==> src/rtl/calendar_clock_counter_macros.svh <==
// assertion macros for the calendar clock counter
`ifndef CALENDAR_CLOCK_COUNTER_MACROS_SVH
`define CALENDAR_CLOCK_COUNTER_MACROS_SVH

`ifndef SYNTHESIS

// property checked at every clock edge outside reset
`define CCC_ASSERT(label, clk, rst_n, prop) \
	label: assert property (@(posedge clk) disable iff (!rst_n) (prop)) \
		else $error("%m: check failed");

// antecedent in one cycle implies consequent in the next
`define CCC_ASSERT_NEXT(label, clk, rst_n, ante, cons) \
	label: assert property (@(posedge clk) disable iff (!rst_n) (ante) |=> (cons)) \
		else $error("%m: check failed");

`else

`define CCC_ASSERT(label, clk, rst_n, prop)
`define CCC_ASSERT_NEXT(label, clk, rst_n, ante, cons)

`endif

`endif

==> src/rtl/ccc_pkg.sv <==
`timescale 1ns / 1ps
`default_nettype none

package ccc_pkg;

	// datapath width of the shared unit, wide enough for a day in ms
	localparam int DW = 27;

	localparam int MS_PER_DAY     = 86400000;
	localparam int DAYS_PER_CENT  = 36525;
	localparam int DAYS_PER_QUAD  = 1461;
	localparam int MS_PER_HOUR    = 3600000;
	localparam int MS_PER_MINUTE  = 60000;
	localparam int MS_PER_SECOND  = 1000;
	localparam int DAYS_LEAP_YEAR = 366;
	localparam int DAYS_YEAR      = 365;

	// quotient bits of each restoring division
	localparam int QUAD_BITS = 5;
	localparam int HOUR_BITS = 5;
	localparam int MIN_BITS  = 6;
	localparam int SEC_BITS  = 6;

	localparam logic [6:0] YEAR_MAX   = 7'd99;
	localparam logic [3:0] MONTH_MAX  = 4'd12;
	localparam logic [3:0] MONTH_MIN  = 4'd1;
	localparam logic [4:0] DAY_MIN    = 5'd1;
	localparam logic [4:0] HOUR_MAX   = 5'd23;
	localparam logic [5:0] MINSEC_MAX = 6'd59;
	localparam logic [9:0] MS_MAX     = 10'd999;

	localparam logic MODE_TICK = 1'b0;
	localparam logic MODE_LOAD = 1'b1;

	typedef struct packed {
		logic       mode;
		logic [6:0] year;
		logic [3:0] month;
		logic [4:0] day;
		logic [4:0] hour;
		logic [5:0] minute;
		logic [5:0] second;
		logic [9:0] millisecond;
	} load_t;

	typedef struct packed {
		logic [6:0] year;
		logic [3:0] month;
		logic [4:0] day;
		logic [4:0] hour;
		logic [5:0] minute;
		logic [5:0] second;
		logic [9:0] millisecond;
	} time_t;

	typedef struct packed {
		logic  start;
		logic  ack;
		load_t ld;
	} seq_cmd_t;

	typedef struct packed {
		logic idle;
		logic done;
	} seq_stat_t;

	typedef struct packed {
		logic          sub;
		logic [DW-1:0] a;
		logic [DW-1:0] b;
	} alu_req_t;

	typedef struct packed {
		logic [DW-1:0] res;
		logic          ge;
	} alu_rsp_t;

	function automatic logic [4:0] month_len(input logic leap, input logic [3:0] m);
		logic [4:0] len;
		case (m) inside
			4'd2:                   len = leap ? 5'd29 : 5'd28;
			4'd4, 4'd6, 4'd9, 4'd11: len = 5'd30;
			default:                len = 5'd31;
		endcase
		return len;
	endfunction

	// days in the year before the first of month m
	function automatic logic [8:0] month_start(input logic leap, input logic [3:0] m);
		logic [8:0] base;
		case (m)
			4'd1:    base = 9'd0;
			4'd2:    base = 9'd31;
			4'd3:    base = 9'd59;
			4'd4:    base = 9'd90;
			4'd5:    base = 9'd120;
			4'd6:    base = 9'd151;
			4'd7:    base = 9'd181;
			4'd8:    base = 9'd212;
			4'd9:    base = 9'd243;
			4'd10:   base = 9'd273;
			4'd11:   base = 9'd304;
			4'd12:   base = 9'd334;
			default: base = 9'd0;
		endcase
		return base + ((leap && m > 4'd2) ? 9'd1 : 9'd0);
	endfunction

	// days from 2000-01-01 to the first of january of year y
	function automatic logic [15:0] year_start(input logic [6:0] y);
		logic [15:0] quad_days;
		logic [15:0] rest;
		quad_days = 16'(32'(y[6:2]) * DAYS_PER_QUAD);
		if (y[1:0] == 2'd0) begin
			rest = 16'd0;
		end else begin
			rest = 16'(DAYS_LEAP_YEAR + (32'(y[1:0]) - 1) * DAYS_YEAR);
		end
		return quad_days + rest;
	endfunction

	function automatic logic [DW-1:0] hour_ms(input logic [4:0] h);
		return DW'(32'(h) * MS_PER_HOUR);
	endfunction

	function automatic logic [DW-1:0] minute_ms(input logic [5:0] mi);
		return DW'(32'(mi) * MS_PER_MINUTE);
	endfunction

	function automatic logic [DW-1:0] second_ms(input logic [5:0] s);
		return DW'(32'(s) * MS_PER_SECOND);
	endfunction

endpackage

`default_nettype wire

==> src/rtl/ccc_in_if.sv <==
`timescale 1ns / 1ps
`default_nettype none

interface ccc_in_if;
	logic       valid;
	logic       ready;
	logic       mode;
	logic [6:0] load_year;
	logic [3:0] load_month;
	logic [4:0] load_day;
	logic [4:0] load_hour;
	logic [5:0] load_minute;
	logic [5:0] load_second;
	logic [9:0] load_millisecond;

	modport source (
		output valid, mode, load_year, load_month, load_day, load_hour,
			load_minute, load_second, load_millisecond,
		input  ready
	);

	modport sink (
		input  valid, mode, load_year, load_month, load_day, load_hour,
			load_minute, load_second, load_millisecond,
		output ready
	);
endinterface

`default_nettype wire

==> src/rtl/ccc_out_if.sv <==
`timescale 1ns / 1ps
`default_nettype none

interface ccc_out_if;
	logic       valid;
	logic       ready;
	logic [6:0] year;
	logic [3:0] month;
	logic [4:0] day;
	logic [4:0] hour;
	logic [5:0] minute;
	logic [5:0] second;
	logic [9:0] millisecond;

	modport source (
		output valid, year, month, day, hour, minute, second, millisecond,
		input  ready
	);

	modport sink (
		input  valid, year, month, day, hour, minute, second, millisecond,
		output ready
	);
endinterface

`default_nettype wire

==> src/rtl/ccc_alu.sv <==
`timescale 1ns / 1ps
`default_nettype none

// shared add / compare-subtract unit
module ccc_alu (
	input  ccc_pkg::alu_req_t req,
	output ccc_pkg::alu_rsp_t rsp
);

	logic [ccc_pkg::DW:0] sum;

	always_comb begin
		sum = {1'b0, req.a}
			+ {1'b0, (req.sub ? ~req.b : req.b)}
			+ (ccc_pkg::DW + 1)'(req.sub);
		rsp.res = sum[ccc_pkg::DW-1:0];
		// carry out of a - b means a >= b
		rsp.ge  = sum[ccc_pkg::DW];
	end

endmodule

`default_nettype wire

==> src/rtl/ccc_seq.sv <==
`timescale 1ns / 1ps
`default_nettype none

`include "calendar_clock_counter_macros.svh"

module ccc_seq (
	input  wire                clk,
	input  wire                arst_n,
	input  ccc_pkg::seq_cmd_t  cmd,
	output ccc_pkg::seq_stat_t stat,
	output ccc_pkg::time_t     res
);

	localparam logic [4:0] S_IDLE      = 5'd0;
	localparam logic [4:0] S_TICK_INC  = 5'd1;
	localparam logic [4:0] S_TICK_WRAP = 5'd2;
	localparam logic [4:0] S_DAY_INC   = 5'd3;
	localparam logic [4:0] S_DAY_WRAP  = 5'd4;
	localparam logic [4:0] S_LD_DAYS0  = 5'd5;
	localparam logic [4:0] S_LD_DAYS1  = 5'd6;
	localparam logic [4:0] S_LD_MS0    = 5'd7;
	localparam logic [4:0] S_LD_MS1    = 5'd8;
	localparam logic [4:0] S_LD_MS2    = 5'd9;
	localparam logic [4:0] S_DEC_INIT  = 5'd10;
	localparam logic [4:0] S_QUAD      = 5'd11;
	localparam logic [4:0] S_YEAR      = 5'd12;
	localparam logic [4:0] S_MONTH     = 5'd13;
	localparam logic [4:0] S_HOUR      = 5'd14;
	localparam logic [4:0] S_MIN       = 5'd15;
	localparam logic [4:0] S_SEC       = 5'd16;
	localparam logic [4:0] S_DONE      = 5'd17;

	localparam int DW = ccc_pkg::DW;

	logic [4:0]    state_q;
	logic [15:0]   days_q;
	logic [DW-1:0] msd_q;
	logic [DW-1:0] rem_q;
	logic [2:0]    bit_q;
	logic [5:0]    quo_q;
	logic [1:0]    yoff_q;
	logic          leap_q;
	logic [3:0]    month_q;
	logic [6:0]    year_q;
	logic [4:0]    day_q;
	logic [4:0]    hour_q;
	logic [5:0]    minute_q;
	logic [5:0]    second_q;
	ccc_pkg::load_t ld_q;

	ccc_pkg::alu_req_t alu_req;
	ccc_pkg::alu_rsp_t alu_rsp;

	logic          leap_ld;
	logic [DW-1:0] rem_n;
	logic [5:0]    quo_n;
	logic          month_step;

	ccc_alu u_alu (
		.req (alu_req),
		.rsp (alu_rsp)
	);

	assign leap_ld    = (ld_q.year[1:0] == 2'd0);
	assign rem_n      = alu_rsp.ge ? alu_rsp.res : rem_q;
	assign quo_n      = {quo_q[4:0], alu_rsp.ge};
	assign month_step = (month_q < ccc_pkg::MONTH_MAX) && alu_rsp.ge;

	// operand selection for the shared unit
	always_comb begin
		alu_req = '0;
		case (state_q)
			S_TICK_INC: begin
				alu_req.a = msd_q;
				alu_req.b = DW'(1);
			end
			S_TICK_WRAP: begin
				alu_req.sub = 1'b1;
				alu_req.a   = rem_q;
				alu_req.b   = DW'(ccc_pkg::MS_PER_DAY);
			end
			S_DAY_INC: begin
				alu_req.a = DW'(days_q);
				alu_req.b = DW'(1);
			end
			S_DAY_WRAP: begin
				alu_req.sub = 1'b1;
				alu_req.a   = rem_q;
				alu_req.b   = DW'(ccc_pkg::DAYS_PER_CENT);
			end
			S_LD_DAYS0: begin
				alu_req.a = DW'(ccc_pkg::year_start(ld_q.year));
				alu_req.b = DW'(ccc_pkg::month_start(leap_ld, ld_q.month));
			end
			S_LD_DAYS1: begin
				alu_req.a = rem_q;
				alu_req.b = DW'(ld_q.day) - DW'(1);
			end
			S_LD_MS0: begin
				alu_req.a = ccc_pkg::hour_ms(ld_q.hour);
				alu_req.b = ccc_pkg::minute_ms(ld_q.minute);
			end
			S_LD_MS1: begin
				alu_req.a = rem_q;
				alu_req.b = ccc_pkg::second_ms(ld_q.second);
			end
			S_LD_MS2: begin
				alu_req.a = rem_q;
				alu_req.b = DW'(ld_q.millisecond);
			end
			S_QUAD: begin
				alu_req.sub = 1'b1;
				alu_req.a   = rem_q;
				alu_req.b   = DW'(ccc_pkg::DAYS_PER_QUAD) << bit_q;
			end
			S_YEAR: begin
				alu_req.sub = 1'b1;
				alu_req.a   = rem_q;
				alu_req.b   = (yoff_q == 2'd0) ? DW'(ccc_pkg::DAYS_LEAP_YEAR)
					: DW'(ccc_pkg::DAYS_YEAR);
			end
			S_MONTH: begin
				alu_req.sub = 1'b1;
				alu_req.a   = rem_q;
				alu_req.b   = DW'(ccc_pkg::month_len(leap_q, month_q));
			end
			S_HOUR: begin
				alu_req.sub = 1'b1;
				alu_req.a   = rem_q;
				alu_req.b   = DW'(ccc_pkg::MS_PER_HOUR) << bit_q;
			end
			S_MIN: begin
				alu_req.sub = 1'b1;
				alu_req.a   = rem_q;
				alu_req.b   = DW'(ccc_pkg::MS_PER_MINUTE) << bit_q;
			end
			S_SEC: begin
				alu_req.sub = 1'b1;
				alu_req.a   = rem_q;
				alu_req.b   = DW'(ccc_pkg::MS_PER_SECOND) << bit_q;
			end
			default: begin
				alu_req = '0;
			end
		endcase
	end

	// sequencer and clock state
	always_ff @(posedge clk or negedge arst_n) begin
		if (!arst_n) begin
			state_q <= S_IDLE;
			days_q  <= '0;
			msd_q   <= '0;
		end else begin
			case (state_q)
				S_IDLE: begin
					if (cmd.start) begin
						state_q <= (cmd.ld.mode == ccc_pkg::MODE_LOAD) ? S_LD_DAYS0
							: S_TICK_INC;
					end
				end
				S_TICK_INC: state_q <= S_TICK_WRAP;
				S_TICK_WRAP: begin
					if (alu_rsp.ge) begin
						msd_q   <= '0;
						state_q <= S_DAY_INC;
					end else begin
						msd_q   <= rem_q;
						state_q <= S_DEC_INIT;
					end
				end
				S_DAY_INC: state_q <= S_DAY_WRAP;
				S_DAY_WRAP: begin
					days_q  <= alu_rsp.ge ? '0 : rem_q[15:0];
					state_q <= S_DEC_INIT;
				end
				S_LD_DAYS0: state_q <= S_LD_DAYS1;
				S_LD_DAYS1: begin
					days_q  <= alu_rsp.res[15:0];
					state_q <= S_LD_MS0;
				end
				S_LD_MS0: state_q <= S_LD_MS1;
				S_LD_MS1: state_q <= S_LD_MS2;
				S_LD_MS2: begin
					msd_q   <= alu_rsp.res;
					state_q <= S_DEC_INIT;
				end
				S_DEC_INIT: state_q <= S_QUAD;
				S_QUAD: begin
					if (bit_q == 3'd0) begin
						state_q <= S_YEAR;
					end
				end
				S_YEAR: begin
					if (!alu_rsp.ge) begin
						state_q <= S_MONTH;
					end
				end
				S_MONTH: begin
					if (!month_step) begin
						state_q <= S_HOUR;
					end
				end
				S_HOUR: begin
					if (bit_q == 3'd0) begin
						state_q <= S_MIN;
					end
				end
				S_MIN: begin
					if (bit_q == 3'd0) begin
						state_q <= S_SEC;
					end
				end
				S_SEC: begin
					if (bit_q == 3'd0) begin
						state_q <= S_DONE;
					end
				end
				S_DONE: begin
					if (cmd.ack) begin
						state_q <= S_IDLE;
					end
				end
				default: state_q <= S_IDLE;
			endcase
		end
	end

	// working registers of the decode
	always_ff @(posedge clk) begin
		case (state_q)
			S_IDLE: begin
				if (cmd.start) begin
					ld_q <= cmd.ld;
				end
			end
			S_TICK_INC, S_DAY_INC, S_LD_DAYS0, S_LD_MS0, S_LD_MS1: begin
				rem_q <= alu_rsp.res;
			end
			S_DEC_INIT: begin
				rem_q <= DW'(days_q);
				bit_q <= 3'(ccc_pkg::QUAD_BITS - 1);
				quo_q <= '0;
			end
			S_QUAD: begin
				rem_q  <= rem_n;
				quo_q  <= quo_n;
				bit_q  <= bit_q - 3'd1;
				yoff_q <= 2'd0;
			end
			S_YEAR: begin
				if (alu_rsp.ge) begin
					rem_q  <= alu_rsp.res;
					yoff_q <= yoff_q + 2'd1;
				end else begin
					year_q  <= {quo_q[4:0], yoff_q};
					leap_q  <= (yoff_q == 2'd0);
					month_q <= ccc_pkg::MONTH_MIN;
				end
			end
			S_MONTH: begin
				if (month_step) begin
					rem_q   <= alu_rsp.res;
					month_q <= month_q + 4'd1;
				end else begin
					day_q <= rem_q[4:0] + 5'd1;
					rem_q <= msd_q;
					bit_q <= 3'(ccc_pkg::HOUR_BITS - 1);
					quo_q <= '0;
				end
			end
			S_HOUR: begin
				rem_q <= rem_n;
				if (bit_q == 3'd0) begin
					hour_q <= quo_n[4:0];
					bit_q  <= 3'(ccc_pkg::MIN_BITS - 1);
					quo_q  <= '0;
				end else begin
					quo_q <= quo_n;
					bit_q <= bit_q - 3'd1;
				end
			end
			S_MIN: begin
				rem_q <= rem_n;
				if (bit_q == 3'd0) begin
					minute_q <= quo_n;
					bit_q    <= 3'(ccc_pkg::SEC_BITS - 1);
					quo_q    <= '0;
				end else begin
					quo_q <= quo_n;
					bit_q <= bit_q - 3'd1;
				end
			end
			S_SEC: begin
				rem_q <= rem_n;
				quo_q <= quo_n;
				bit_q <= bit_q - 3'd1;
				if (bit_q == 3'd0) begin
					second_q <= quo_n;
				end
			end
			default: begin
			end
		endcase
	end

	assign stat.idle = (state_q == S_IDLE);
	assign stat.done = (state_q == S_DONE);

	assign res.year        = year_q;
	assign res.month       = month_q;
	assign res.day         = day_q;
	assign res.hour        = hour_q;
	assign res.minute      = minute_q;
	assign res.second      = second_q;
	assign res.millisecond = rem_q[9:0];

	`CCC_ASSERT(a_msd_range, clk, arst_n, msd_q < DW'(ccc_pkg::MS_PER_DAY))
	`CCC_ASSERT(a_done_fields, clk, arst_n, stat.done |-> (day_q != 5'd0 && hour_q <= 5'd23))
	`CCC_ASSERT_NEXT(a_start_leaves_idle, clk, arst_n, stat.idle && cmd.start, !stat.idle)

endmodule

`default_nettype wire

==> src/rtl/calendar_clock_counter.sv <==
`timescale 1ns / 1ps
`default_nettype none

// channel  direction  word
// req      in         mode (0 tick, 1 load), load_year .. load_millisecond
// rsp      out        year, month, day, hour, minute, second, millisecond
//
// one word at a time; the shared 27-bit add / compare-subtract unit steps the
// restoring divisions and the month walk for each word; a new word is taken in
// the cycle after the result moves to the output register, even while rsp is
// stalled
// reset clears the clock to 2000-01-01 00:00:00.000

`include "calendar_clock_counter_macros.svh"

module calendar_clock_counter (
	input  wire         clk,
	input  wire         arst_n,
	ccc_in_if.sink      req,
	ccc_out_if.source   rsp
);

	ccc_pkg::seq_cmd_t  cmd;
	ccc_pkg::seq_stat_t stat;
	ccc_pkg::time_t     seq_res;
	ccc_pkg::time_t     out_q;
	logic               rsp_valid_q;

	// clamped load fields
	logic [6:0] y_c;
	logic [3:0] m_c;
	logic [4:0] d_c;
	logic [4:0] d_len;
	logic       leap_c;

	ccc_seq u_seq (
		.clk    (clk),
		.arst_n (arst_n),
		.cmd    (cmd),
		.stat   (stat),
		.res    (seq_res)
	);

	// only take a word while the sequencer is free
	assign req.ready = stat.idle;

	// clamp out-of-range load fields, day against the month length
	always_comb begin
		y_c = (req.load_year > ccc_pkg::YEAR_MAX) ? ccc_pkg::YEAR_MAX : req.load_year;
		if (req.load_month > ccc_pkg::MONTH_MAX) begin
			m_c = ccc_pkg::MONTH_MAX;
		end else if (req.load_month == 4'd0) begin
			m_c = ccc_pkg::MONTH_MIN;
		end else begin
			m_c = req.load_month;
		end
		leap_c = (y_c[1:0] == 2'd0);
		d_len  = ccc_pkg::month_len(leap_c, m_c);
		d_c    = (req.load_day == 5'd0) ? ccc_pkg::DAY_MIN : req.load_day;
		if (d_c > d_len) begin
			d_c = d_len;
		end
	end

	always_comb begin
		cmd.start          = req.valid && req.ready;
		// hand the result over when the output register is free
		cmd.ack            = stat.done && (!rsp_valid_q || rsp.ready);
		cmd.ld.mode        = req.mode;
		cmd.ld.year        = y_c;
		cmd.ld.month       = m_c;
		cmd.ld.day         = d_c;
		cmd.ld.hour        = (req.load_hour > ccc_pkg::HOUR_MAX) ? ccc_pkg::HOUR_MAX
			: req.load_hour;
		cmd.ld.minute      = (req.load_minute > ccc_pkg::MINSEC_MAX) ? ccc_pkg::MINSEC_MAX
			: req.load_minute;
		cmd.ld.second      = (req.load_second > ccc_pkg::MINSEC_MAX) ? ccc_pkg::MINSEC_MAX
			: req.load_second;
		cmd.ld.millisecond = (req.load_millisecond > ccc_pkg::MS_MAX) ? ccc_pkg::MS_MAX
			: req.load_millisecond;
	end

	// output register
	always_ff @(posedge clk or negedge arst_n) begin
		if (!arst_n) begin
			rsp_valid_q <= 1'b0;
		end else if (cmd.ack) begin
			rsp_valid_q <= 1'b1;
		end else if (rsp.ready) begin
			rsp_valid_q <= 1'b0;
		end
	end

	always_ff @(posedge clk) begin
		if (cmd.ack) begin
			out_q <= seq_res;
		end
	end

	assign rsp.valid       = rsp_valid_q;
	assign rsp.year        = out_q.year;
	assign rsp.month       = out_q.month;
	assign rsp.day         = out_q.day;
	assign rsp.hour        = out_q.hour;
	assign rsp.minute      = out_q.minute;
	assign rsp.second      = out_q.second;
	assign rsp.millisecond = out_q.millisecond;

	`CCC_ASSERT_NEXT(a_busy_after_accept, clk, arst_n, req.valid && req.ready, !req.ready)
	`CCC_ASSERT_NEXT(a_done_holds, clk, arst_n, stat.done && rsp_valid_q && !rsp.ready, stat.done)
	`CCC_ASSERT(a_valid_from_done, clk, arst_n, $rose(rsp_valid_q) |-> $past(stat.done))

endmodule

`default_nettype wire
==> src/flat_wrapper.sv <==
// flat-port wrapper written by rule: the top's interface ports become plain ports
module calendar_clock_counter_flat 
  (clk, arst_n, req_valid, req_mode, req_load_year, req_load_month, req_load_day, req_load_hour, req_load_minute, req_load_second, req_load_millisecond, req_ready, rsp_valid, rsp_year, rsp_month, rsp_day, rsp_hour, rsp_minute, rsp_second, rsp_millisecond, rsp_ready);
  ccc_in_if req_i ();
  ccc_out_if rsp_i ();
  input  wire clk;
  input  wire arst_n;
  input wire logic [$bits(req_i.valid)-1:0] req_valid;
  input wire logic [$bits(req_i.mode)-1:0] req_mode;
  input wire logic [$bits(req_i.load_year)-1:0] req_load_year;
  input wire logic [$bits(req_i.load_month)-1:0] req_load_month;
  input wire logic [$bits(req_i.load_day)-1:0] req_load_day;
  input wire logic [$bits(req_i.load_hour)-1:0] req_load_hour;
  input wire logic [$bits(req_i.load_minute)-1:0] req_load_minute;
  input wire logic [$bits(req_i.load_second)-1:0] req_load_second;
  input wire logic [$bits(req_i.load_millisecond)-1:0] req_load_millisecond;
  output wire logic [$bits(req_i.ready)-1:0] req_ready;
  output wire logic [$bits(rsp_i.valid)-1:0] rsp_valid;
  output wire logic [$bits(rsp_i.year)-1:0] rsp_year;
  output wire logic [$bits(rsp_i.month)-1:0] rsp_month;
  output wire logic [$bits(rsp_i.day)-1:0] rsp_day;
  output wire logic [$bits(rsp_i.hour)-1:0] rsp_hour;
  output wire logic [$bits(rsp_i.minute)-1:0] rsp_minute;
  output wire logic [$bits(rsp_i.second)-1:0] rsp_second;
  output wire logic [$bits(rsp_i.millisecond)-1:0] rsp_millisecond;
  input wire logic [$bits(rsp_i.ready)-1:0] rsp_ready;
  assign req_i.valid = req_valid;
  assign req_i.mode = req_mode;
  assign req_i.load_year = req_load_year;
  assign req_i.load_month = req_load_month;
  assign req_i.load_day = req_load_day;
  assign req_i.load_hour = req_load_hour;
  assign req_i.load_minute = req_load_minute;
  assign req_i.load_second = req_load_second;
  assign req_i.load_millisecond = req_load_millisecond;
  assign req_ready = req_i.ready;
  assign rsp_valid = rsp_i.valid;
  assign rsp_year = rsp_i.year;
  assign rsp_month = rsp_i.month;
  assign rsp_day = rsp_i.day;
  assign rsp_hour = rsp_i.hour;
  assign rsp_minute = rsp_i.minute;
  assign rsp_second = rsp_i.second;
  assign rsp_millisecond = rsp_i.millisecond;
  assign rsp_i.ready = rsp_ready;
  calendar_clock_counter u_core (.clk(clk), .arst_n(arst_n), .req(req_i), .rsp(rsp_i));
endmodule
==> config.mk <==
export PLATFORM = sky130hd
export DESIGN_NAME = calendar_clock_counter_flat
export DESIGN_NICKNAME = d
export VERILOG_FILES = /design/src/rtl/ccc_pkg.sv /design/src/rtl/ccc_in_if.sv /design/src/rtl/ccc_out_if.sv /design/src/rtl/ccc_alu.sv /design/src/rtl/ccc_seq.sv /design/src/rtl/calendar_clock_counter.sv /design/src/flat_wrapper.sv
export VERILOG_INCLUDE_DIRS = /design/src /design/src/rtl
export SDC_FILE = /design/constraint.sdc
export NUM_CORES = 1
export LEC_CHECK = 0
export ABC_CLOCK_PERIOD_IN_PS = 7700
export BUFFER_PORTS_ARGS = -buffer_cell sky130_fd_sc_hd__buf_2
export CAP_MARGIN = 25
export CORE_ASPECT_RATIO = 2
export CORE_MARGIN = 4
export CORE_UTILIZATION = 25
export CTS_BUF_LIST = sky130_fd_sc_hd__clkbuf_8
export DETAILED_ROUTE_END_ITERATION = 8
export PLACE_DENSITY = 0.4
export SYNTH_ARGS = -nofsm -noshare
export SYNTH_HDL_FRONTEND = slang
export SYNTH_SLANG_ARGS = --single-unit
==> constraint.sdc <==
create_clock -name clk -period 7.7 [get_ports clk]
set_input_delay 0.385 -clock clk [delete_from_list [all_inputs] [get_ports clk]]
set_output_delay 0.385 -clock clk [all_outputs]
set_load 0.01 [all_outputs]
======== Word-level counts from Yosys, hierarchy flattened ========
Memory sizes are Yosys's and may differ from the RTL's. A register that Yosys moved wholly into a read port is not among the register bits.
Cells that the tools add are included.
word-level totals
  bits in registers ....................... 206
  bits in read-only memories .............. 144
  bits of input ports ..................... 48
  output and inout port bits .............. 45
  logic and storage cells ................. 191
  memories kept ........................... 1
memory list
  memory           words  width  rd ports  clocked after Yosys merged registers in  write ports  RTL line       source
  (no name shown)  16     9      1         1                                        0            ccc_pkg.sv:91  case (m)
cells by class
  add/sub/neg operators ................... 11
  multipliers ............................. 5
  order comparisons ....................... 9
  equal/unequal tests ..................... 38
  shifts and indexed selects .............. 4
  multiplexer cells ....................... 51
  bitwise gates (word level) .............. 3
  reductions and logical operators ........ 39
operator list
  cell                                                count
  case mux 54 bit (15 select lines)                   1
  two-way mux 27 bit                                  4
  case mux 27 bit (4 select lines)                    1
  case mux 5 bit (17 select lines)                    1
  two-way mux 5 bit                                   14
  case mux 27 bit (2 select lines)                    1
  two-way mux 16 bit                                  3
  == test 5 x 4 -> 1 bit, second input constant       8
  case mux 16 bit (2 select lines)                    1
  adder 27 x 27 -> 28 bit                             1
  adder 28 x 1 -> 28 bit                              1
  NOT 27 bit                                          1
  << shifter 10 x 3 -> 27 bit, first input constant   1
  << shifter 11 x 3 -> 27 bit, first input constant   1
  << shifter 16 x 3 -> 27 bit, first input constant   1
  << shifter 22 x 3 -> 27 bit, first input constant   1
  two-way mux 4 bit                                   6
  == test 5 x 3 -> 1 bit, second input constant       4
  multiplier 5 x 15 -> 20 bit, second input constant  1
  case mux 5 bit (4 select lines)                     1
  AND reduction 2 bit                                 9
  multiplier 6 x 11 -> 17 bit, second input constant  1
  adder 16 bit                                        1
  == test 4 x 3 -> 1 bit, second input constant       4
  other kinds (49)                                    92

======== Logic depth before layout (Yosys ltp) ========
Gate-level depths: netlist (run 1).
  depth after elaboration ................. 14
  gate-level depth with buffers ........... 32
  depth with buffers taken out ............ 31

======== Modules after synthesis ========
From an unflattened synthesis (run 1), not the netlist that was laid out.
unflattened totals
  cells, all modules ...................... 1,856
  area, all modules ....................... 17,633.2 µm²
by module, submodules not included
  module                  times used  cells each  area an instance (µm²)  sequential area each (µm²)
  ccc_seq                 1           1,521       14,244.9                4,804.6
  calendar_clock_counter  1           122         1,767.9                 1,316.3
  ccc_alu                 1           213         1,620.3                 0.0

======== Least setup slack after synthesis (run 1) ========
OpenSTA, ideal clock, no wires.
  path type ............................... flip-flop to flip-flop
  start ................................... register u_core.u_seq.ld_q[37] in the netlist's numbering
  end ..................................... register u_core.u_seq.rem_q[0] (enable)
  library setup time ...................... 570 ps
  data arrival time ....................... 6,149 ps
  data required time ...................... 7,130 ps
  slack ................................... 980 ps
  cell stages (with the launch flop) ...... 26
  path buffers ............................ 0
  period minus slack after synthesis ...... 6,720 ps
  cells stage by stage .................... edfxtp_1 -> inv_1 -> ha_1 -> fa_1 -> inv_1 -> fa_1 -> fa_1 -> inv_1 -> ha_1 -> nor2b_1 -> o21a_1 -> o22ai_1 -> o21ai_0 -> o41ai_1 -> o21ai_0 -> xnor2_1 -> o221ai_1 -> ha_1 -> o21ai_0 -> and2_1 -> o21bai_1 -> a21oi_1 -> nor2_1 -> a221o_1 -> o21ai_0 -> o221ai_1
on the way
  cells in the longest elaborated chain, start to end .. 11
  elaborated cells on any way between the ends .. 17
  classes of those cells .................. add/sub: 6; mul: 1; eq/ne: 1; mux: 5; bitwise: 1; reduce/logical: 3
ends and longest elaborated chain
  what                                                                     RTL line                                       source
  start, declared                                                          ccc_seq.sv:49                                  ccc_pkg::load_t ld_q;
  start signal, assigned                                                   ccc_seq.sv:234                                 ld_q <= cmd.ld;
  subtractor 2 x 1 -> 3 bit or logical NOT 2 bit (tied branches)           ccc_pkg.sv:117, ccc_pkg.sv:114, ccc_seq.sv:64
  multiplier 3 x 10 -> 13 bit or logical AND 1 bit (tied branches)         ccc_pkg.sv:117, ccc_pkg.sv:106
  adder 10 x 13 -> 14 bit or two-way mux 1 bit (tied branches)             ccc_pkg.sv:117, ccc_pkg.sv:106
  two-way mux 16 bit or adder 9 x 1 -> 9 bit (tied branches)               ccc_pkg.sv:114, ccc_pkg.sv:106
  two-way mux 16 bit or case mux 54 bit (15 select lines) (tied branches)  ccc_seq.sv:72                                  case (state_q)
  adder 16 bit or NOT 27 bit (tied branches)                               ccc_pkg.sv:119, ccc_alu.sv:14
  case mux 54 bit (15 select lines) *                                      ccc_seq.sv:72
  adder 27 x 27 -> 28 bit *                                                ccc_alu.sv:14                                  + {1'b0, (req.sub ? ~req.b : req.b)}
  adder 28 x 1 -> 28 bit *                                                 ccc_alu.sv:15                                  + (ccc_pkg::DW + 1)'(req.sub);
  inequality test 2 x 1 -> 1 bit (no line) *                               n/a
  AND reduction 2 bit (no line) *                                          n/a
  end signal, assigned                                                     ccc_seq.sv:238                                 rem_q <= alu_rsp.res;
  end signal, assigned                                                     ccc_seq.sv:241                                 rem_q <= DW'(days_q);
  end signal, assigned                                                     ccc_seq.sv:246                                 rem_q <= rem_n;
  end, declared                                                            ccc_seq.sv:38                                  logic [DW-1:0] rem_q;
Mark *: on every way between the ends. The rest lies on a longest branch, timed or not. The select of a mux whose other input is x is not followed.
A chain may end at the register's enable or synchronous reset.

======== Worst setup path in the final report (run 1) ========
  start ................................... register u_core.u_seq.ld_q[36] in the netlist's numbering
  end ..................................... register u_core.u_seq.state_q[0]
on the way
  cells in the longest elaborated chain, start to end .. 12
  elaborated cells on any way between the ends .. 21
  classes of those cells .................. add/sub: 6; mul: 1; eq/ne: 2; mux: 7; bitwise: 1; reduce/logical: 4
ends and longest elaborated chain
  what                                                                     RTL line                                       source
  subtractor 2 x 1 -> 3 bit or logical NOT 2 bit (tied branches)           ccc_pkg.sv:117, ccc_pkg.sv:114, ccc_seq.sv:64
  multiplier 3 x 10 -> 13 bit or logical AND 1 bit (tied branches)         ccc_pkg.sv:117, ccc_pkg.sv:106
  adder 10 x 13 -> 14 bit or two-way mux 1 bit (tied branches)             ccc_pkg.sv:117, ccc_pkg.sv:106
  two-way mux 16 bit or adder 9 x 1 -> 9 bit (tied branches)               ccc_pkg.sv:114, ccc_pkg.sv:106
  two-way mux 16 bit or case mux 54 bit (15 select lines) (tied branches)  ccc_seq.sv:72
  adder 16 bit or NOT 27 bit (tied branches)                               ccc_pkg.sv:119, ccc_alu.sv:14
  case mux 54 bit (15 select lines) *                                      ccc_seq.sv:72
  adder 27 x 27 -> 28 bit *                                                ccc_alu.sv:14
  adder 28 x 1 -> 28 bit *                                                 ccc_alu.sv:15
  logical AND 1 bit                                                        ccc_seq.sv:67                                  assign month_step = (month_q < ccc_pkg::MONTH_MAX) && alu_rsp.ge;
  inequality test 2 bit (no line)                                          n/a
  AND reduction 8 bit (no line)                                            n/a
  end signal, assigned                                                     ccc_seq.sv:158                                 state_q <= (cmd.ld.mode == ccc_pkg::MODE_LOAD) ? S_LD_DAYS0
  end, declared                                                            ccc_seq.sv:35                                  logic [4:0] state_q;
Marks and branches as above.

==> summary.md, run 1 <==
| Metric | Value |
|---|---|
| Most used cell, CP | `ha_1` |
| Post-CTS Setup Bufs | `0` |
| Max Slew Vio Count | `0` |
| GR Util All Layers | `0.1688` |
| Final hold violation count | `0` |
| Tightest Hold Check Type | `input port to register` |
| Worst Setup Start Kind | `register` |
| Fin nets | `2160` |
| Slew headroom | `0.3911` |
| Fin area | `19650 um2` |
| Critical path class | `register to register` |
| Min Clock Period, post-route | `7.340 ns` |
| Die area | `72460 um2` |
| CTS Buffer Depth | `3` |
| Port bufs | `92` |
| Die width | `192.4 um` |
| TritonRoute pass-1 iters | `7` |
| HPWL Detailed | `49710 um` |
| Final wirelength | `61540 um` |
| Initial antenna violation count | `3` |
| Crit path DAT | `7.79 ns` |
| Initial core utilization | `0.2515` |
| Clock slew at the register clock pins of the worst setup and hold paths | `0.07 ns` |
| DRT iter0 DRCs | `855` |
| Setup TNS | `0 ns` |
| Async S/R FF share, synth | `0.2279` |
| Syn nets | `2040` |
| Die height | `376.7 um` |
| CTS tree | `done` |
| Yosys warnings | `0` |
| Number of global-route vias before repair | `14568` |
| Worst path buffer plus inverter count | `5` |
| GR Overflow Total | `0` |
| Area delta synth->final | `15.64%` |
| Yosys reg bits | `215` |
| Main synth FF type | `edfxtp_1` |
| Layout cells sized above 1 | `0.1311` |
| Area of the mapped netlist | `16990 um2` |
| Max_cap viols | `0` |
| CTS sink cnt | `215` |
| I/O pins | `93` |
| DRC viols | `0` |
| Critical path's largest stage delay | `0.53 ns` |
| Final Skew | `0.03536 ns` |
| Vias per cell | `4.977` |
| Crit-path max FO | `18` |
| Routed WL per cell | `22.06 um` |
| Later-pin clock latency in the skew report | `0.60 ns` |
| Seq/Total Area, Yosys | `0.3602` |
| Setup Viol. Count Final | `0` |
| Fill cells | `7258` |
| Worst endpoint required time | `8.15 ns` |
| Setup crit end kind | `register` |
| H-tree levels | `2` |
| RSZ-0062 raised after global routing | `yes` |
| Rows | `135` |
| Via count | `13886` |
| Largest net degree at the start of global routing | `50` |
| Cell family with most CP delay | `compound AO/OA/AOI/OAI gates` |
| CTS Root Buffer Type | `clkbuf_8` |
| Tcrit/Tclk final | `0.9533` |
| Core Footprint | `67560 um2` |
| Status | `finished clean` |
| Placed cell areas | `18720 um2` |
| Routability cong. | `0.9232` |
| Post-layout util | `0.2909` |
| Slowest cell on the critical path | `fa_1` |
| Slew of the pin with the lowest slew margin | `0.9116 ns` |
| Yosys cell types | `85` |
| Fmax | `136.2 MHz` |
| Remaining antenna violation count | `0` |
| CTS Buf Count | `36` |
| Post-Synthesis Cells | `1752` |
| Syn Area/Cell | `9.700 um2` |
| First-pass GRT wire length | `92030 um` |
| EDFF count, synth | `157` |
[synthesized netlist by cell type, types with 9 or more instances]
library cell / count / area share
nor2b_1: 19 / 0.0070
edfxtp_1: 157 / 0.28
ha_1: 182 / 0.13
dfrtp_1: 49 / 0.072
and2_1: 12 / 0.0044
a22o_1: 9 / 0.0046
a21oi_1: 106 / 0.031
a211oi_1: 9 / 0.0040
a22oi_1: 31 / 0.014
o21ai_0: 98 / 0.029
a21o_1: 36 / 0.016
clkbuf_1: 66 / 0.015
nand4_1: 11 / 0.0040
a31oi_1: 20 / 0.0074
a221o_1: 19 / 0.011
nor2_1: 135 / 0.030
inv_1: 184 / 0.041
o21ai_1: 14 / 0.0041
nand3_1: 34 / 0.010
a221oi_1: 16 / 0.0082
o21a_1: 9 / 0.0040
a222oi_1: 17 / 0.010
xnor2_1: 69 / 0.036
dfxtp_1: 9 / 0.011
o22ai_1: 15 / 0.0055
nand2_1: 108 / 0.024
fa_1: 58 / 0.068
xor2_1: 41 / 0.021
nand2b_1: 19 / 0.0070
nor3_1: 32 / 0.0094
o211ai_1: 14 / 0.0062
o21bai_1: 10 / 0.0044
[logic make-up (layout without fill, tap and decap cells)]
logic type / Yosys count / in the layout / share of synthesized area
simple gates: 414 / 414 / 0.1143
fa+ha+maj: 240 / 240 / 0.2023
xor+xnor: 110 / 110 / 0.05669
other cells: 0 / 1 / 0
buf+inv: 273 / 420 / 0.06280
flops: 215 / 215 / 0.3602
mux: 10 / 10 / 0.006258
compound gates: 490 / 490 / 0.1974
[per-layer routing]
metal | track usage | vias to the layer above | part of all wire
met5 | 0 | - | 0.00011
met4 | 0.09117 | 2 | 0.062
met3 | 0.02009 | 151 | 0.041
met2 | 0.3316 | 428 | 0.56
met1 | 0.1676 | 6759 | 0.34
li1 | - | 6546 | -
[layout by cell type, fill, tap and decap left out, types with 12 or more instances in the layout]
cell type / synthesis / layout
o22ai_1: 15 / 15
dlygate4sd3_1: 0 / 16
a222oi_1: 17 / 17
o211ai_1: 14 / 14
a221oi_1: 16 / 16
ha_1: 182 / 182
nand2_1: 108 / 108
xor2_1: 41 / 41
buf_2: 8 / 92
edfxtp_1: 157 / 157
a21o_1: 36 / 36
dfrtp_1: 49 / 49
a22oi_1: 31 / 31
xnor2_1: 69 / 69
nor2b_1: 19 / 18
inv_1: 184 / 187
nand2b_1: 19 / 19
clkbuf_8: 0 / 41
nand3_1: 34 / 34
o21ai_1: 14 / 14
fa_1: 58 / 58
a31oi_1: 20 / 20
nor2_1: 135 / 135
a21oi_1: 106 / 106
and2_1: 12 / 12
a221o_1: 19 / 19
buf_4: 2 / 56
o21ai_0: 98 / 98
nor3_1: 32 / 28
[per-stage QoR]
stage               hold slack, ns  worst slack, ns  cells
floorplan                  0.08941           0.9804   1752
detailed placement          0.4045           0.2263   2708
finish                     0.05770           0.3598   2790
global route               0.02824        -0.004552   2790
CTS                        0.01248           0.2274   2789
global placement            0.4035           0.3009   2705
[what timing repair did]
action / 4_1_cts / 5_1_grt
hold buffers: 16 / 0
hold endpoints to repair: 64 / 0
setup endpoints to repair: 0 / 40
gates resized for setup: 0 / 1
[flip-flops by register name, summed over array words and instances (netlist names), 6 cells and up, named ones only]
name / flops
u_core.rsp.millisecond: 10
u_core.rsp.minute: 6
u_core.rsp.second: 6
u_core.rsp.year: 7
u_core.u_seq.days_q: 16
u_core.u_seq.ld_q: 43
u_core.u_seq.minute_q: 6
u_core.u_seq.msd_q: 27
u_core.u_seq.rem_q: 27
u_core.u_seq.second_q: 6
u_core.u_seq.year_q: 7
[worst paths after layout]
| path | start | to | slack (ns) | depth (start not counted) |
|---|---|---|---|---|
| worst max-delay path | u_core.u_seq.ld_q[36] | u_core.u_seq.state_q[0] | 0.36 | 29 |
| worst min-delay path | req_load_second[0] | u_core.u_seq.ld_q[10] | 0.06 | 2 |
| worst max register to register | u_core.u_seq.ld_q[36] | u_core.u_seq.state_q[0] | 0.36 | 29 |
| worst min register to register | u_core.u_seq.hour_q[1] | u_core.rsp.hour[1] | 0.41 | 0 |
| max in group asynchronous | arst_n | u_core.u_seq.msd_q[23] | 6.65 | 3 |
| min in group asynchronous | arst_n | u_core.u_seq.days_q[2] | 0.46 | 3 |
[cell type report]
type                       instances  area, um2  area share
antenna                            1      2.502   0.0001273
clock buffer                      41      564.3     0.02872
sequential                       215       6121      0.3115
clock inverter                    24      196.4    0.009996
inverter                         188      708.2     0.03604
tap                              890       1114     0.05667
timing repair buffer             167       1087     0.05533
multi-input combinational       1264       9858      0.5017
Power of run 1 is not shown: default switching activity piles up to over one toggle a cycle in this logic, so the estimate is an artifact.
==> run 2: changes to the inputs <==
--- a/config.mk
+++ b/config.mk
@@ -15,6 +15,8 @@
 export CTS_BUF_LIST = sky130_fd_sc_hd__clkbuf_8
 export DETAILED_ROUTE_END_ITERATION = 8
 export PLACE_DENSITY = 0.4
+export SLEW_MARGIN = 20
 export SYNTH_ARGS = -nofsm -noshare
 export SYNTH_HDL_FRONTEND = slang
+export SYNTH_HIERARCHICAL = 1
 export SYNTH_SLANG_ARGS = --single-unit
==> run 2 against run 1 <==
Against the previous run:
- cell area increased by 2.6%
- setup slack improved by 0.087 ns
- maximum frequency increased by 1.2%
- sequential cell count unchanged
- clock skew increased by 0.013 ns
- first-iteration DRC count decreased by 3.5%
- register-to-register slack improved by 0.09 ns
- count of clock-buffer cells in the layout increased by 3
- critical path type unchanged
- critical endpoint is now u_core/u_seq/rem_q[9]
==> summary.md, run 2 <==
| Metric | Value |
|---|---|
| Final hold violation count | `0 (unchanged)` |
| TritonRoute pass-1 iters | `7 (unchanged)` |
| HPWL Detailed | `46500 um (was 49710 um)` |
| Setup crit start | `u_core/u_seq/ld_q[37] (was u_core.u_seq.ld_q[36])` |
| First-pass GRT wire length | `89380 um (was 92030 um)` |
| Clock slew at the register clock pins of the worst setup and hold paths | `0.08 ns (was 0.07 ns)` |
| Hold Path Origin | `req_load_year[5] (was req_load_second[0])` |
| EDFF count, synth | `157 (unchanged)` |
| Reg2reg end | `u_core/u_seq/rem_q[9] (was u_core.u_seq.state_q[0])` |
| Area contributors post-synth | `edfxtp_1 (27%), ha_1 (13%), dfrtp_1 (7.0%) (was edfxtp_1 (28%), ha_1 (13%), dfrtp_1 (7.2%))` |
| Die height | `383.6 um (was 376.7 um)` |
| Layout cells sized above 1 | `0.1223 (was 0.1311)` |
| Fin nets | `2235 (was 2160)` |
| Worst endpoint required time | `7.94 ns (was 8.15 ns)` |
| DRT iter0 DRCs | `825 (was 855)` |
| CTS Buffer Depth | `3 (unchanged)` |
| Die width | `195.8 um (was 192.4 um)` |
| Tcrit/Tclk final | `0.9419 (was 0.9533)` |
| Rows | `137 (was 135)` |
| CTS Root Buffer Type | `clkbuf_8 (unchanged)` |
| DRC viols | `0 (unchanged)` |
| Seq/Total Area, Yosys | `0.3471 (was 0.3602)` |
| Post-Synthesis Cells | `1856 (was 1752)` |
| Post-CTS Setup Bufs | `0 (unchanged)` |
| Largest net degree at the start of global routing | `50 (unchanged)` |
| GR Util All Layers | `0.1532 (was 0.1688)` |
| Setup Viol. Count Final | `0 (unchanged)` |
| Remaining antenna violation count | `0 (unchanged)` |
| Crit Reg-Reg Startpoint | `u_core/u_seq/ld_q[37] (was u_core.u_seq.ld_q[36])` |
| H-tree levels | `2 (unchanged)` |
| Max FFs per register | `43 (unchanged)` |
| CTS Buf Count | `35 (was 36)` |
| Port bufs | `92 (unchanged)` |
| Synth top area share | `0.2674 (was 0.2774)` |
| Syn nets | `2147 (was 2040)` |
| Yosys reg bits | `215 (unchanged)` |
| Slowest cell on the critical path | `fa_1 (unchanged)` |
| Fill cells | `7334 (was 7258)` |
| Worst Hold Endpoint | `u_core/u_seq/ld_q[41] (was u_core.u_seq.ld_q[10])` |
| Hold Path Depth | `1 (was 2)` |
| Syn Area/Cell | `9.501 um2 (was 9.700 um2)` |
| Worst Setup Start Kind | `register (unchanged)` |
| Routed WL per cell | `20.22 um (was 22.06 um)` |
| Setup TNS | `0 ns (unchanged)` |
| Final wirelength | `58130 um (was 61540 um)` |
| Die area | `75100 um2 (was 72460 um2)` |
| Crit-path max FO | `27 (was 18)` |
| Yosys warnings | `6 (was 0)` |
| CTS sink cnt | `215 (unchanged)` |
| Cell family with most CP delay | `adder cells (was compound AO/OA/AOI/OAI gates)` |
| Critical path class | `register to register (unchanged)` |
| Area delta synth->final | `14.34% (was 15.64%)` |
| Status | `finished clean (unchanged)` |
| I/O pins | `93 (unchanged)` |
| RSZ-0062 raised after global routing | `no (was yes)` |
| Later-pin clock latency in the skew report | `0.59 ns (was 0.60 ns)` |
| Largest area contributor in the netlist | `edfxtp_1 (unchanged)` |
| Post-synth top cells | `nand2_1 (209), ha_1 (184), inv_1 (164), edfxtp_1 (157), o21ai_0 (122) (was inv_1 (184), ha_1 (182), edfxtp_1 (157), nor2_1 (135), nand2_1 (108))` |
| Max_cap viols | `0 (unchanged)` |
| Worst r2r path cells | `26 (was 29)` |
| Slew headroom | `0.4036 (was 0.3911)` |
| Min Clock Period, post-route | `7.253 ns (was 7.340 ns)` |
| CTS tree | `done (unchanged)` |
| FF-to-FF setup slack | `0.45 ns (was 0.36 ns)` |
| Leading registers by flop count | `u_core/u_seq/ld_q: 43 flops, u_core/u_seq/msd_q: 27 flops, u_core/u_seq/rem_q: 27 flops (was u_core.u_seq.ld_q: 43 flops, u_core.u_seq.msd_q: 27 flops, u_core.u_seq.rem_q: 27 flops)` |
| Max Slew Vio Count | `0 (unchanged)` |
| Routability cong. | `0.9005 (was 0.9232)` |
| Worst path buffer plus inverter count | `5 (unchanged)` |
| Most frequent cell after synthesis | `nand2_1 (was inv_1)` |
| Yosys cell types | `93 (was 85)` |
| Most frequent cells in the layout | `nand2_1 (209), ha_1 (184), inv_1 (173) (was inv_1 (187), ha_1 (182), edfxtp_1 (157))` |
| Initial core utilization | `0.2527 (was 0.2515)` |
| Area of the mapped netlist | `17630 um2 (was 16990 um2)` |
| Initial antenna violation count | `1 (was 3)` |
| Slew of the pin with the lowest slew margin | `0.8946 ns (was 0.9116 ns)` |
| Tightest Hold Check Type | `input port to register (unchanged)` |
| Setup crit end kind | `register (unchanged)` |
| Number of global-route vias before repair | `14866 (was 14568)` |
| Fmax | `137.9 MHz (was 136.2 MHz)` |
| Main synth FF type | `edfxtp_1 (unchanged)` |
| Core Footprint | `69770 um2 (was 67560 um2)` |
| GR Overflow Total | `0 (unchanged)` |
| Crit path DAT | `7.49 ns (was 7.79 ns)` |
| Vias per cell | `4.905 (was 4.977)` |
| Async S/R FF share, synth | `0.2279 (unchanged)` |
| Via count | `14098 (was 13886)` |
| Critical path's largest stage delay | `0.51 ns (was 0.53 ns)` |
| Most common cell after layout, fill and taps aside | `nand2_1 (was inv_1)` |
| Largest register by flop count | `u_core/u_seq/ld_q (was u_core.u_seq.ld_q)` |
| Final Skew | `0.04871 ns (was 0.03536 ns)` |
[run 2: how the worst max path moves through the flow]
stage / end / slack [ns] / cells past startpoint
after global routing: u_core/u_seq/quo_q[1] / 0.006 / 27
after CTS: u_core/u_seq/msd_q[18] / 0.22 / 26
after global placement: u_core/u_seq/quo_q[4] / 0.35 / 28
after detailed placement: u_core/u_seq/msd_q[18] / 0.22 / 26
final: u_core/u_seq/rem_q[9] / 0.45 / 26
after floorplan: u_core/u_seq/rem_q[0] / 0.007 / 26
[run 2: repair_timing]
item,CTS,global route
hold buffers,15,0
hold endpoints to repair,60,0
endpoints found under the setup margin,0,92
gates resized for setup,0,6
[run 2: per-stage QoR]
stage                     hold slack (ns)    util  cells  setup WS (ns)  cell area (um2)
after CTS                        0.009702  0.2886   2872         0.2194            20130
after detailed placement           0.4045  0.2751   2794         0.2250            19190
final                             0.05489  0.2890   2874         0.4470            20160
after global placement             0.4046  0.2747   2793         0.3530            19170
after global routing              0.03030  0.2890   2874       0.006236            20160
after floorplan                   0.08941       -   1856       0.007406            17650
[run 2: cells by family (layout without fill, tap and decap cells)]
family / after synthesis / count (layout) / synth area share
compound gates: 485 / 485 / 0.1851
flops: 215 / 215 / 0.3471
xor+xnor: 93 / 93 / 0.04619
simple gates: 528 / 528 / 0.1467
mux: 23 / 23 / 0.01426
other cells: 0 / 1 / 0
fa+ha+maj: 243 / 243 / 0.1975
buf+inv: 269 / 383 / 0.06308
[run 2: final cells by class]
cell class,instances,area [um2],share of cell area
multi-input cells,1372,10470,0.5193
repair buffers,155,1025,0.05083
well taps,903,1130,0.05604
clock inverters,19,188.9,0.009371
inverters,165,619.3,0.03072
flip-flops and latches,215,6121,0.3036
clock buffers,44,605.6,0.03004
diodes,1,2.502,0.0001241
[run 2: routing by layer]
| metal | global-route usage | up-vias | share of wire | wire [um] |
|---|---|---|---|---|
| li1 | - | 6836 | - | - |
| met1 | 0.1607 | 6783 | 0.36 | 21160 |
| met2 | 0.2932 | 352 | 0.54 | 31290 |
| met3 | 0.01685 | 127 | 0.037 | 2141 |
| met4 | 0.08450 | 0 | 0.061 | 3543 |
| met5 | 0 | - | 0 | 0 |
[run 2: worst register-to-register path: cells and delay by family, from the launching register on]
| kind | cells | cell delay (ns) |
|---|---|---|
| simple gates | 3 | 0.86 |
| buf+inv | 5 | 0.64 |
| flops | 1 | 0.42 |
| compound gates | 11 | 2.38 |
| xor+xnor | 1 | 0.24 |
| fa+ha+maj | 6 | 2.38 |
Power of run 2 is left out for the same reason.
==> run 3: changes to the inputs <==
--- a/config.mk
+++ b/config.mk
@@ -6,7 +6,8 @@
 export SDC_FILE = /design/constraint.sdc
 export NUM_CORES = 1
 export LEC_CHECK = 0
-export ABC_CLOCK_PERIOD_IN_PS = 7700
+export ABC_AREA = 1
+export ABC_CLOCK_PERIOD_IN_PS = 7400
 export BUFFER_PORTS_ARGS = -buffer_cell sky130_fd_sc_hd__buf_2
 export CAP_MARGIN = 25
 export CORE_ASPECT_RATIO = 2
==> constraint.sdc (replaced) <==
create_clock -name clk -period 7.4 [get_ports clk]
set_input_delay 0.37 -clock clk [delete_from_list [all_inputs] [get_ports clk]]
set_output_delay 0.37 -clock clk [all_outputs]
set_load 0.01 [all_outputs]
==> run 3 against run 2 <==
Against the previous run:
- non-clock buffer count fell by 3
- global-route usage rose by 1.3 points
- sequential share of layout area fell by 1.2 points
- critical endpoint is now u_core/u_seq/month_q[3]
- highest routed layer unchanged
==> summary.md, run 3 <==
| Metric | Value |
|---|---|
| Critical path's largest stage delay | `0.51 ns (about the same)` |
| Async S/R FF share, synth | `0.2279 (unchanged)` |
| Place WS | `0.4345 ns (was 0.2250 ns)` |
| TritonRoute pass-1 iters | `6 (was 7)` |
| GR Util All Layers | `0.1663 (was 0.1532)` |
| Worst endpoint required time | `7.67 ns (was 7.94 ns)` |
| Via count | `16155 (was 14098)` |
| H-tree levels | `2 (unchanged)` |
| CTS Buf Count | `37 (was 35)` |
| Slew headroom | `0.3747 (was 0.4036)` |
| RSZ-0062 raised after global routing | `no (unchanged)` |
| Number of global-route vias before repair | `16925 (was 14866)` |
| Later-pin clock latency in the skew report | `0.62 ns (was 0.59 ns)` |
| Min Clock Period, post-route | `6.815 ns (was 7.253 ns)` |
| Largest area contributor in the netlist | `edfxtp_1 (unchanged)` |
| DRT iter0 DRCs | `855 (was 825)` |
| Largest net degree at the start of global routing | `50 (unchanged)` |
| Largest register by flop count | `u_core/u_seq/ld_q (unchanged)` |
| CTS Buffer Depth | `3 (unchanged)` |
| Post-Synthesis Cells | `2370 (was 1856)` |
| Most frequent cells in the layout | `nand2_1 (583), inv_1 (402), ha_1 (184) (was nand2_1 (209), ha_1 (184), inv_1 (173))` |
| CTS sink cnt | `215 (unchanged)` |
| Final Skew | `0.05388 ns (was 0.04871 ns)` |
| Syn Area/Cell | `7.750 um2 (was 9.501 um2)` |
| Seq/Total Area, Yosys | `0.3332 (was 0.3471)` |
| Most common cell after layout, fill and taps aside | `nand2_1 (unchanged)` |
| Area contributors post-synth | `edfxtp_1 (26%), ha_1 (13%), nand2_1 (12%) (was edfxtp_1 (27%), ha_1 (13%), dfrtp_1 (7.0%))` |
| Most frequent cell after synthesis | `nand2_1 (unchanged)` |
| Initial antenna violation count | `1 (unchanged)` |
| Slack of the critical path | `0.5853 ns (was 0.4470 ns)` |
| Max FFs per register | `43 (unchanged)` |
| Die width | `199.7 um (was 195.8 um)` |
| Max Slew Vio Count | `0 (unchanged)` |
| Leading registers by flop count | `u_core/u_seq/ld_q: 43 flops, u_core/u_seq/msd_q: 27 flops, u_core/u_seq/rem_q: 27 flops (unchanged)` |
| Initial core utilization | `0.2521 (was 0.2527)` |
| Critical path class | `register to register (unchanged)` |
| Layout cells sized above 1 | `0.09877 (was 0.1223)` |
| Setup TNS | `0 ns (unchanged)` |
| CTS tree | `done (unchanged)` |
| Status | `finished clean (unchanged)` |
| Fmax | `146.7 MHz (was 137.9 MHz)` |
| Yosys reg bits | `215 (unchanged)` |
| Fin nets | `2773 (was 2235)` |
| Slew of the pin with the lowest slew margin | `0.9346 ns (was 0.8946 ns)` |
| Worst Setup Start Kind | `register (unchanged)` |
| Final hold violation count | `0 (unchanged)` |
| HPWL Detailed | `53860 um (was 46500 um)` |
| Die area | `78130 um2 (was 75100 um2)` |
| Routed WL per cell | `19.00 um (was 20.22 um)` |
| I/O pins | `93 (unchanged)` |
| Max_cap viols | `0 (unchanged)` |
| Tightest Hold Check Type | `input port to register (unchanged)` |
| Yosys warnings | `6 (unchanged)` |
| Setup crit end kind | `register (unchanged)` |
| Area of the mapped netlist | `18370 um2 (was 17630 um2)` |
| Port bufs | `92 (unchanged)` |
| GR Overflow Total | `0 (unchanged)` |
| Die height | `391.3 um (was 383.6 um)` |
| Synth top area share | `0.2567 (was 0.2674)` |
| Remaining antenna violation count | `0 (unchanged)` |
| Syn nets | `2661 (was 2147)` |
| Clock slew at the register clock pins of the worst setup and hold paths | `0.06 ns (was 0.08 ns)` |
| First-pass GRT wire length | `99160 um (was 89380 um)` |
| Core Footprint | `72870 um2 (was 69770 um2)` |
| Post-CTS Setup Bufs | `0 (unchanged)` |
| FF-to-FF setup slack | `0.59 ns (was 0.45 ns)` |
| Most used cell, CP | `nand2_1` |
| EDFF count, synth | `157 (unchanged)` |
| Yosys cell types | `58 (was 93)` |
| Routability cong. | `0.9156 (was 0.9005)` |
| Main synth FF type | `edfxtp_1 (unchanged)` |
| Tcrit/Tclk final | `0.9209 (was 0.9419)` |
| Vias per cell | `4.703 (was 4.905)` |
| CTS Root Buffer Type | `clkbuf_8 (unchanged)` |
| Crit-path max FO | `6 (was 27)` |
| Final wirelength | `65260 um (was 58130 um)` |
| Area delta synth->final | `14.13% (was 14.34%)` |
| Rows | `140 (was 137)` |
| Post-synth top cells | `nand2_1 (584), inv_1 (394), ha_1 (184), nor2_1 (166), nand3_1 (158) (was nand2_1 (209), ha_1 (184), inv_1 (164), edfxtp_1 (157), o21ai_0 (122))` |
| Setup Viol. Count Final | `0 (unchanged)` |
| DRC viols | `0 (unchanged)` |
| Crit path DAT | `7.08 ns (was 7.49 ns)` |
| Slowest cell on the critical path | `o21ai_0 (was fa_1)` |
-- run 3: changes by cell type in the layout (fill, tap and decap cells not counted), moves of 21 or more --
| cell | before | now |
|---|---|---|
| nand3_1 | 42 | 158 |
| nor3b_1 | 31 | 2 |
| inv_1 | 173 | 402 |
| o22ai_1 | 10 | 37 |
| xnor2_1 | 38 | 5 |
| nand4_1 | 10 | 35 |
| nand2b_1 | 21 | 0 |
| a22oi_1 | 40 | 8 |
| nor2_1 | 94 | 163 |
| nand2_1 | 209 | 583 |
-- run 3: worst max-delay path, delay by kind of cell, from the launching register on --
kind | cells | cell delay (ns)
AOI/OAI and AO/OA | 5 | 1.44
buffers and inverters | 6 | 0.49
DFF | 1 | 0.39
adders and majority gates | 6 | 2.35
and+or+nand+nor | 12 | 1.80
-- run 3: area by class of cell --
cell class | count | area, um2
Timing Repair Buffer | 152 | 985.9
Fill cell | 7938 | 51910
Clock buffer | 39 | 536.8
Multi-Input combinational cell | 1665 | 10350
Sequential cell | 215 | 6121
Tap cell | 923 | 1155
Clock inverter | 29 | 267.8
Antenna cell | 1 | 2.502
Inverter | 411 | 1543
-- run 3: final timing paths --
kind                                          start                      end  cells past startpoint
max                           u_core/u_seq/ld_q[37]  u_core/u_seq/month_q[3]                     29
min                                req_load_hour[2]    u_core/u_seq/ld_q[24]                      3
max reg2reg                   u_core/u_seq/ld_q[37]  u_core/u_seq/month_q[3]                     29
min reg2reg                u_core/u_seq/minute_q[2]     u_core/rsp.minute[2]                      0
max in group asynchronous                    arst_n   u_core/u_seq/msd_q[10]                      3
min in group asynchronous                    arst_n   u_core/u_seq/msd_q[17]                      3
-- run 3: logic make-up after synthesis --
logic type,Yosys count,synth area share
buffers and inverters,490,0.1044
AO/OA/AOI/OAI,353,0.1126
XOR/XNOR,48,0.02289
AND/OR/NAND/NOR,1021,0.2373
flip-flops,215,0.3332
adder cells (fa/ha/maj),243,0.1896
-- run 3: stage by stage --
step	hold WS (ns)	utilization	instances	cell area (um2)
floorplan	0.07441	-	2370	18370
global placement	0.4050	0.2724	3336	19850
detailed placement	0.4098	0.2724	3336	19850
CTS	0.006178	0.2876	3434	20960
global route	0.04209	0.2877	3435	20960
finish	0.04660	0.2877	3435	20960
-- run 3: what timing repair did --
action / 4_1_cts / 5_1_grt
gates resized for setup: 0 / 1
hold endpoints to repair: 78 / 0
setup endpoints to repair: 0 / 2
hold buffers: 30 / 0
-- run 3: metal layers --
layer	GRT usage	wire length [um]	vias to the layer above
met5	0	0	-
met4	0.08701	3801	0
met3	0.01653	2297	164
met2	0.3323	36590	431
met1	0.1629	22570	7577
li1	-	-	7983
Power of run 3 is left out for the same reason.
